`src/hdl/cht_pkg.sv`:
```
// cht_pkg: shared constants, status codes and controller/datapath
// command and status structs for the chained hash table core.
// No dependencies.
package cht_pkg;

  // Field widths of the stream payload
  localparam int KEY_W    = 31;
  localparam int REC_W    = 32;
  localparam int STATUS_W = 2;
  localparam int BIDX_W   = 7;
  localparam int BCNT_W   = 8;

  // Padded stream widths (whole bytes)
  localparam int S_TDATA_W = 64;
  localparam int M_TDATA_W = 40;

  // Request kinds carried on s_tuser
  localparam logic REQ_INSERT = 1'b0;
  localparam logic REQ_LOOKUP = 1'b1;

  // Defaults for the top-level parameters
  localparam int MAX_BUCKETS_DEF  = 128;
  localparam int BUCKET_DEPTH_DEF = 8;

  // Bucket count register value after reset
  localparam logic [BCNT_W-1:0] BUCKET_COUNT_RST = 8'd100;

  // Modulo unit: key bits retired per cycle, and digit steps per key
  localparam int DIGIT     = 4;
  localparam int DIV_STEPS = (KEY_W + DIGIT - 1) / DIGIT;
  localparam int DIV_SH_W  = DIV_STEPS * DIGIT;

  // Result codes carried on m_tuser
  typedef enum logic [STATUS_W-1:0] {
    ST_INSERTED = 2'd0,
    ST_FULL     = 2'd1,
    ST_FOUND    = 2'd2,
    ST_MISSING  = 2'd3
  } status_t;

  // Controller to datapath commands
  typedef struct packed {
    logic clear;      // zero one fill counter, advance sweep
    logic load;       // capture input transaction, start modulo
    logic div_step;   // retire one digit of the key
    logic fill_rd;    // read fill counter of the bucket
    logic fill_eval;  // decide insert / start lookup
    logic scan;       // issue/compare one bucket entry
    logic emit;       // move result into output register
  } cmd_t;

  // Datapath to controller status
  typedef struct packed {
    logic clear_last; // sweep reaches the last fill counter
    logic div_last;   // last digit of the key this cycle
    logic need_scan;  // lookup on a non-empty bucket
    logic scan_end;   // match found or bucket exhausted
    logic out_free;   // output register can take a result
  } sts_t;

endpackage

```
`src/hdl/cht_ctrl.sv`:
```
// cht_ctrl: sequencing state machine for the chained hash table core.
// Depends on cht_pkg (cmd_t, sts_t).
module cht_ctrl (
  input  logic          clk,
  input  logic          rst,
  input  logic          in_valid,
  output logic          in_ready,
  input  cht_pkg::sts_t sts,
  output cht_pkg::cmd_t cmd
);

  typedef enum logic [6:0] {
    S_CLEAR   = 7'b0000001,
    S_IDLE    = 7'b0000010,
    S_DIV     = 7'b0000100,
    S_FILL_RD = 7'b0001000,
    S_FILL    = 7'b0010000,
    S_SCAN    = 7'b0100000,
    S_DONE    = 7'b1000000
  } state_t;

  state_t state;
  state_t state_next;

  // State register
  always_ff @(posedge clk) begin
    if (rst) begin
      state <= S_CLEAR;
    end else begin
      state <= state_next;
    end
  end

  // Next state
  always_comb begin
    state_next = state;
    case (state)
      S_CLEAR: begin
        if (sts.clear_last) state_next = S_IDLE;
      end
      S_IDLE: begin
        if (in_valid) state_next = S_DIV;
      end
      S_DIV: begin
        if (sts.div_last) state_next = S_FILL_RD;
      end
      S_FILL_RD: begin
        state_next = S_FILL;
      end
      S_FILL: begin
        state_next = sts.need_scan ? S_SCAN : S_DONE;
      end
      S_SCAN: begin
        if (sts.scan_end) state_next = S_DONE;
      end
      S_DONE: begin
        if (sts.out_free) state_next = S_IDLE;
      end
      default: begin
        state_next = S_CLEAR;
      end
    endcase
  end

  // Commands decoded from state
  always_comb begin
    cmd           = '0;
    cmd.clear     = (state == S_CLEAR);
    cmd.load      = (state == S_IDLE) && in_valid;
    cmd.div_step  = (state == S_DIV);
    cmd.fill_rd   = (state == S_FILL_RD);
    cmd.fill_eval = (state == S_FILL);
    cmd.scan      = (state == S_SCAN);
    cmd.emit      = (state == S_DONE) && sts.out_free;
  end

  assign in_ready = (state == S_IDLE);

endmodule

```
`config.mk`:
```
export PLATFORM = sky130hd
export DESIGN_NAME = cht_ctrl
export DESIGN_NICKNAME = d
export VERILOG_FILES = /design/src/hdl/cht_pkg.sv /design/src/hdl/cht_ctrl.sv
export SDC_FILE = /design/constraint.sdc
export NUM_CORES = 1
export LEC_CHECK = 0
export BUFFER_PORTS_ARGS = -buffer_cell sky130_fd_sc_hd__buf_2
export CAP_MARGIN = 20
export CORE_MARGIN = 2
export CORE_UTILIZATION = 30
export CTS_CLUSTER_SIZE = 40
export DETAILED_ROUTE_END_ITERATION = 10
export RECOVER_POWER = 50
export SYNTH_ARGS = -nofsm -noshare
export SYNTH_HDL_FRONTEND = slang
export SYNTH_SLANG_ARGS = --single-unit
```
`constraint.sdc`:
```
create_clock -name clk -period 2 [get_ports clk]
set_input_delay 0.2 -clock clk [delete_from_list [all_inputs] [get_ports clk]]
set_output_delay 0.2 -clock clk [all_outputs]
set_load 0.02 [all_outputs]
```
==> results of run 1 <==
-- final cells by class --
class,instances,area (um2)
tap,16,20.0
fill,161,945
multi-input combinational,47,327
inverter,5,18.8
timing repair buffer,16,82.6
clock buffer,4,26.3
sequential,7,140
-- where the power goes --
part,total [mW],leakage [nW],internal (mW),switching (mW)
sequential,0.150,0.0568,0.143,0.00675
clock,0.131,0.0150,0.0763,0.0550
combinational,0.0414,0.212,0.0190,0.0225
total,0.322,0.284,0.238,0.0843
-- cells in the final DEF, fill, tap and decap left out, types with 2 or more instances in the layout --
| cell type | count |
|---|---|
| inv_1 | 5 |
| nor3_1 | 5 |
| xor2_1 | 2 |
| a21oi_1 | 3 |
| clkbuf_4 | 3 |
| nand2b_1 | 2 |
| buf_2 | 15 |
| and3_1 | 2 |
| nor3b_1 | 5 |
| nor2_1 | 3 |
| dfxtp_1 | 7 |
| or4_1 | 2 |
| nor4b_1 | 5 |
| nor4_1 | 4 |
-- final timing paths --
kind	start	to	cells after the start
worst max register to register	state[4]	state[3]	3
worst max-delay path	state[4]	cmd[6]	3
worst min-delay path	rst	state[6]	2
worst min register to register	state[2]	state[2]	2
-- layer usage --
| layer | vias up | GRT usage | share of wire |
|---|---|---|---|
| met5 | - | 0 | 0 |
| met2 | 16 | 0.194 | 0.44 |
| met3 | 2 | 0.0240 | 0.066 |
| met1 | 239 | 0.198 | 0.48 |
| met4 | 0 | 0.0706 | 0.011 |
| li1 | 277 | - | - |
-- cell families after synthesis --
family                    synth area share
AOI/OAI and AO/OA                    0.130
xor gates and xnor gates            0.0342
buffers and inverters               0.0807
DFF                                  0.274
and+or+nand+nor                      0.482
-- stage by stage --
step / setup slack [ps] / std cells
floorplan: 263 / 65
global placement: 350 / 91
detailed placement: 335 / 91
CTS: 209 / 95
global route: 63.3 / 95
finish: 167 / 95
-- worst max-delay path, delay by kind of cell (launching register included) --
kind / cells / cell delay, ps
flip-flops: 1 / 410
buffers and inverters: 1 / 210
AND/OR/NAND/NOR: 2 / 750
==> out/metrics.cfg, run 1 <==
[timing]
worst_pin_slew_ps = 563
min_period_ps = 1830
fin_worst_skew_ps = 2.84
maxSlewHeadroom = 0.621
fmax_ghz = 0.546
rsz0062_at_grt = no
setup_tns_ps = 0
hold_viol_final = 0
finalSetupViolCount = 0
fin_crit_sh = 0.916
hold_ws_ps = 211
finalMaxSlewViolations = 0

[logic_synthesis]
synthTopCellsByArea = dfxtp_1 27%, nor4b_1 8.6%, nor3b_1 7.3%
synthesis.area_um2 = 512
ys_ff_latch = 7
synth_top_area_frac = 0.274
ys_async_sr_fraction = 0
synthTopCellsByCount = 7 x dfxtp_1, 5 x inv_1, 5 x nor3_1, 5 x nor3b_1, 5 x nor4b_1
synthDistinctLibCells = 29
synth_fp_nets = 73
yosysSeqAreaShare = 0.274
avgSynthCellArea_um2 = 7.87
yosys.area.top_type = dfxtp_1
synth_enable_flop_cells = 0
yosysMostFrequentCell = dfxtp_1
ys.flop_type = dfxtp_1
syn_inst = 65
synth_warnings = 0

[detailed_routing]
num_vias = 534
routed_via_density = 5.62
drt_iter0_markers = 9
antenna_left = 0
routedWlPerCell_um = 13.0
drtPass1Iterations = 4
route.detailed.drc = 0
wl_mm = 1.24

[placement]
place_congestion = 0.766
placed_cell_area_um2 = 592
dp_hpwl_um = 921
portBuffers = 15

[setup_path]
cp_slowest_cell = or4_1
crit_chain = or4_1 -> nor4_1 -> buf_2
path_max_fanout = 12
rrSetupSlack_ps = 250
cpPeakStageDelay_ps = 570
crit_path_end_kind = primary output
critical_path_class = reg2out
start_kind = flop
required_ps = 1800
arrival_ps = 1630

[floorplan]
initial_core_util = 0.328
die_area_um2 = 2050
rows = 14
dieHeight_um = 45.3
die_w_um = 45.3
core-area_um2 = 1560
io_pins = 16

[cells_and_area]
largest_reg_flops = 7
top_register = state
syn_to_final_growth_pct = 20.0
drive_gt1_frac = 0.266
n_antenna_cell = 0
design_area_um2 = 614
reg.largest.list = state x7
finish.utilization = 0.394
final_nets = 88

[power_and_ir_drop]
finalPower_mw = 0.322
p_leak_nw = 0.284
irDropWorstVdd_v = 0.000260
powerDensity_nw_per_um2 = 525

[grt]
grt.total_usage = 0.138
grt_pass1_vias = 477
grt_first_pass_wirelength_mm = 2.04
antenna_found_initial = 0
grt_max_degree = 13
grt-ovfl-total = 0

[cts]
path_clk_slew_ps = 50
cts_buffer_depth = 2
cts_buffers = 3
cts_resized = 0
cts_setup_buffers = 0
cts_num_sinks = 7
cts_tree = yes
h-tree-depth = 1
cts_hold_buffers = 0
clk_latency_ps = 260
cts_root_buf = clkbuf_4

[outcome]
outcome = finished, final reports clean

[hold_path]
hp-class = in2reg

[run]
drv_cap = 0

Power figures use the tool's default switching activity.
==> run 2: changes to the inputs <==
- CELL_PAD_IN_SITES_DETAIL_PLACEMENT: default -> 1
- CELL_PAD_IN_SITES_GLOBAL_PLACEMENT: default -> 1
- PLACE_DENSITY_LB_ADDON: default -> 0.1
- SLEW_MARGIN: default -> 25
- clock period: 2 -> 1.9 ns (I/O delays scaled with it)
==> run 2 against run 1 <==
- cell count up 2.1%
- sequential power grew 5%
- setup slack worse by 41 ps
- clock power rose by 8%
- global-route usage rose by 1.6 points
- sequential cell count unchanged
- non-clock buffer count increased by 2
- worst hold slack got worse by 12 ps
- critical path type unchanged
==> out/metrics.cfg, run 2 (same netlist as run 1, synthesis figures left out) <==
[setup_path]
critical_path_class = reg2out
path_max_fanout = 9  ; -3
required_ps = 1710  ; -90 ps
start_kind = flop
crit_path_end_kind = primary output
arrival_ps = 1580  ; -50 ps

[placement]
portBuffers = 15  ; unchanged
place_congestion = 0.725  ; -5.3%
dp_hpwl_mm = 1.03  ; +12%
numPlacedInstances = 93  ; +2.2%

[cells_and_area]
n_antenna_cell = 0  ; unchanged
layout_common_cells = 15 x buf_2, 7 x dfxtp_1
final_nets = 90  ; +2.3%
instances_no_fill = 97  ; +2.1%
syn_to_final_growth_pct = 23.2
reg.largest.list = state x7
fillCellCount = 210  ; +30%
top_register = state
finish.utilization = 0.404  ; +0.0104
drive_gt1_frac = 0.296  ; +0.0305
largest_reg_flops = 7  ; unchanged
layout_commonest_cell = buf_2

[cts]
clk_latency_ps = 260  ; about the same
cts_num_sinks = 7  ; unchanged
cts_buffer_depth = 2  ; unchanged
cts_hold_buffers = 0  ; unchanged
cts_setup_buffers = 0  ; unchanged
cts_resized = 0  ; unchanged
cts_root_buf = clkbuf_4
path_clk_slew_ps = 60  ; about the same
cts_buffers = 3  ; unchanged
h-tree-depth = 1  ; unchanged
cts_tree = yes

[timing]
finalMaxSlewViolations = 0  ; unchanged
setup_tns_ps = 0  ; unchanged
worst_pin_slew_ps = 460  ; -103 ps
fin_worst_skew_ps = 5.06  ; +2.22 ps
rsz0062_at_grt = no
hold_ws_ps = 198  ; -12.1 ps
finalSetupViolCount = 0  ; unchanged
hold_viol_final = 0  ; unchanged
maxSlewHeadroom = 0.690  ; +0.0684
fin_crit_sh = 0.934
min_period_ps = 1770
fmax_ghz = 0.564

[detailed_routing]
wl_mm = 1.37  ; +10%
drt_iter0_markers = 1  ; -8
routed_via_density = 5.41  ; -3.7%
routedWlPerCell_um = 14.1  ; +8.0%
antenna_left = 0  ; unchanged
drtPass1Iterations = 2  ; -2
num_vias = 525  ; -1.7%
route.detailed.drc = 0  ; unchanged

[grt]
grt.total_usage = 0.154  ; +0.0163
grt_pass1_vias = 495  ; +3.8%
grt_first_pass_wirelength_mm = 2.26  ; +11%
grt-ovfl-total = 0  ; unchanged
grt_max_degree = 14  ; +1
antenna_found_initial = 0  ; unchanged

[power_and_ir_drop]
p_leak_nw = 0.292  ; +2.7%
finalPower_mw = 0.346  ; +7.2%
irDropWorstVdd_v = 0.000324  ; +25%
powerDensity_nw_per_um2 = 548  ; +4.5%

[floorplan]
die_w_um = 45.3  ; unchanged
io_pins = 16  ; unchanged
dieHeight_um = 45.3  ; unchanged
die_area_um2 = 2050  ; unchanged
rows = 14  ; unchanged
core-area_um2 = 1560  ; unchanged
initial_core_util = 0.328  ; unchanged

[outcome]
outcome = finished, final reports clean

[hold_path]
hp-class = in2reg

[run]
drv_cap = 0  ; unchanged

[run 2: changes by cell type in the layout (fill, tap and decap cells not counted), sizes merged]
cell    previous run  this run
buf               16        17
clkinv             0         1
[run 2: area by class of cell]
class | count | area (um2) | share of cell area
tap | 16 | 20.0 | 0.0317
sequential | 7 | 140 | 0.222
timing repair buffer | 18 | 93.8 | 0.149
clock buffer | 3 | 22.5 | 0.0357
inverter | 5 | 18.8 | 0.0298
clock inverter | 1 | 5.00 | 0.00794
multi-input combinational | 47 | 330 | 0.524
[run 2: worst paths after layout]
| check | startpoint | end | slack, ps | cells after the start |
|---|---|---|---|---|
| hold reg to reg | state[2] | state[2] | 600 | 2 |
| setup / recovery | state[2] | cmd[6] | 130 | 3 |
| setup reg to reg | state[2] | state[1] | 270 | 4 |
| hold / removal | rst | state[2] | 200 | 2 |
[run 2: through the flow]
step | area (um2) | setup WS, ps
6_report | 631 | 126
5_1_grt | 631 | 26.6
4_1_cts | 634 | 121
3_5_place_dp | 607 | 293
3_3_place_gp | 607 | 321
2_1_floorplan | 512 | 173
[run 2: worst max-delay path: stages, from the launching register on]
cell     delay (ps)
dfxtp_1         380
or4_4           580
nor4_1          170
buf_2           200
[run 2: where the power goes]
part	internal [mW]	switching [mW]	total [mW]
Sequential	0.150	0.00803	0.158
Combinational	0.0220	0.0243	0.0462
Clock	0.0774	0.0640	0.141
Total	0.249	0.0963	0.346
[run 2: routing by layer]
layer | global-route usage | routed length (um) | part of all wire
met5 | 0 | 0 | 0
met4 | 0.0529 | 0 | 0
met3 | 0.0480 | 52 | 0.038
met2 | 0.220 | 581 | 0.43
met1 | 0.217 | 732 | 0.54
==> run 3: changes to the inputs <==
- CTS_BUF_LIST: default -> sky130_fd_sc_hd__clkbuf_8
==> run 3 against run 2 <==
- via count increased by 1.5%
- total power grew 22%
- first-iteration DRC count up 100%
- combinational power barely moved
- global-route usage shrank 0.082 points
- non-clock buffer count did not move
- sequential power barely moved
- worst hold slack gained 29 ps
- die area did not move
- cell count is the same
==> out/metrics.cfg, run 3 (same netlist as run 1, synthesis figures left out) <==
[cts]
cts_root_buf = clkbuf_8
cts_buffer_depth = 2  ; unchanged
clk_latency_ps = 230  ; -30 ps
cts_tree = yes
cts_num_sinks = 7  ; unchanged
cts_hold_buffers = 0  ; unchanged
cts_buffers = 3  ; unchanged
path_clk_slew_ps = 40  ; -20 ps
h-tree-depth = 1  ; unchanged
cts_resized = 0  ; unchanged
cts_setup_buffers = 0  ; unchanged

[grt]
grt_first_pass_wirelength_mm = 2.26  ; unchanged
antenna_found_initial = 0  ; unchanged
grt_max_degree = 14  ; unchanged
grt.total_usage = 0.153  ; -0.000820
grt_pass1_vias = 493  ; -0.40%
grt-ovfl-total = 0  ; unchanged

[cells_and_area]
syn_to_final_growth_pct = 25.9
seqCellArea_um2 = 140  ; unchanged
layout_common_cells = 14 x buf_2, 7 x dfxtp_1
instances_no_fill = 97  ; unchanged
reg.largest.list = state x7
top_register = state
final_nets = 90  ; unchanged
layout_commonest_cell = buf_2
finish.utilization = 0.413  ; +0.00883
drive_gt1_frac = 0.272  ; -0.0247
design_area_um2 = 644  ; +2.2%
n_antenna_cell = 0  ; unchanged
multiInputGateArea_um2 = 327  ; -1.1%
fillCellCount = 201  ; -4.3%
largest_reg_flops = 7  ; unchanged

[setup_path]
required_ps = 1710  ; about the same
crit_path_end_kind = primary output
critical_path_class = reg2out
critPathLaunch = state[2]
endpoint = cmd[6]
rr_startpoint = state[2]
r2r.worst_path.cells = 3  ; -1
r2r-end = state[6]
rrSetupSlack_ps = 240  ; -30 ps
arrival_ps = 1600  ; +20 ps
path_max_fanout = 9  ; unchanged
start_kind = flop

[power_and_ir_drop]
seqPwrFrac = 0.377  ; -0.080
p_int_mw = 0.315  ; +26%
p_leak_nw = 0.296  ; +1.6%
switching_share = 0.251  ; -0.0274
switchingPower_mw = 0.106  ; +9.7%
irDropWorstVdd_v = 0.000394  ; +21%
clock_power_share = 0.513  ; +0.104
combPwrFrac = 0.109  ; -0.025
powerDensity_nw_per_um2 = 653  ; +19%
finalPower_mw = 0.421  ; +22%

[floorplan]
initial_core_util = 0.328  ; unchanged
io_pins = 16  ; unchanged
rows = 14  ; unchanged
die_w_um = 45.3  ; unchanged
core-area_um2 = 1560  ; unchanged
die_area_um2 = 2050  ; unchanged
dieHeight_um = 45.3  ; unchanged

[timing]
setup_tns_ps = 0  ; unchanged
rsz0062_at_grt = no
min_period_ps = 1790  ; +17.2 ps
fin_worst_skew_ps = 3.38  ; -1.68 ps
hold_viol_final = 0  ; unchanged
fmax_ghz = 0.558  ; -0.96%
fin_crit_sh = 0.943  ; +0.00903
hold_ws_ps = 228  ; +29.2 ps
maxSlewHeadroom = 0.691  ; +0.00162
finalSetupViolCount = 0  ; unchanged
finalMaxSlewViolations = 0  ; unchanged
setup_ws_ps = 108  ; -17.2 ps
worst_pin_slew_ps = 457  ; -2.40 ps

[placement]
place_congestion = 0.725  ; unchanged
place_ws_ps = 293  ; unchanged
placed_cell_area_um2 = 607  ; unchanged
portBuffers = 15  ; unchanged
numPlacedInstances = 93  ; unchanged
dp_hpwl_mm = 1.03  ; unchanged

[outcome]
outcome = finished, final reports clean

[detailed_routing]
drt_iter0_markers = 2  ; +1
routed_via_density = 5.49  ; +1.5%
antenna_left = 0  ; unchanged
drtPass1Iterations = 4  ; +2
num_vias = 533  ; +1.5%
routedWlPerCell_um = 14.2  ; +1.0%
route.detailed.drc = 0  ; unchanged
wl_mm = 1.38  ; +1.0%

[run]
drv_cap = 0  ; unchanged

[hold_path]
hp-class = in2reg

==> run 3: changes by cell type in the layout (fill, tap and decap cells not counted) <==
cell      previous run  this run
clkbuf_4             3         0
clkbuf_8             0         3
buf_2               15        14
clkbuf_1             1         2
or4_1                1         2
or4_4                1         0
==> run 3: routing by layer <==
| layer | routed length, um | track usage | vias to the layer above |
|---|---|---|---|
| li1 | - | - | 279 |
| met1 | 718 | 0.212 | 241 |
| met2 | 591 | 0.223 | 13 |
| met3 | 69 | 0.0480 | 0 |
| met4 | 0 | 0.0529 | 0 |
| met5 | 0 | 0 | - |
==> run 3: final cells by class <==
type                    instances  share of cell area
multi-input cells              47               0.507
clock buffers                   3              0.0641
inverters                       5              0.0291
repair buffers                 18               0.144
clock inverters                 1             0.00777
flip-flops and latches          7               0.217
well taps                      16              0.0311
==> run 3: worst min path at each step <==
stage | startpoint | to | slack [ps] | depth (start not counted)
4_1_cts | rst | state[2] | 220 | 2
3_5_place_dp | rst | state[2] | 470 | 2
3_3_place_gp | rst | state[6] | 470 | 2
6_report | rst | state[2] | 230 | 2
5_1_grt | rst | state[2] | 240 | 2
2_1_floorplan | in_valid | state[2] | 360 | 2
==> run 3: worst max-delay path: stages (launching register included) <==
cell	delay [ps]
dfxtp_1	370
or4_1	610
nor4_1	180
buf_2	200
==> run 3: power by group through the flow <==
| stage | Clock, mW | Combinational, mW | Sequential [mW] |
|---|---|---|---|
| 2_1_floorplan | 0 | 0.0339 | 0.154 |
| 3_3_place_gp | 0 | 0.0464 | 0.162 |
| 3_5_place_dp | 0 | 0.0462 | 0.162 |
| 4_1_cts | 0.223 | 0.0465 | 0.159 |
| 5_1_grt | 0.228 | 0.0507 | 0.160 |
| 6_report | 0.216 | 0.0460 | 0.159 |
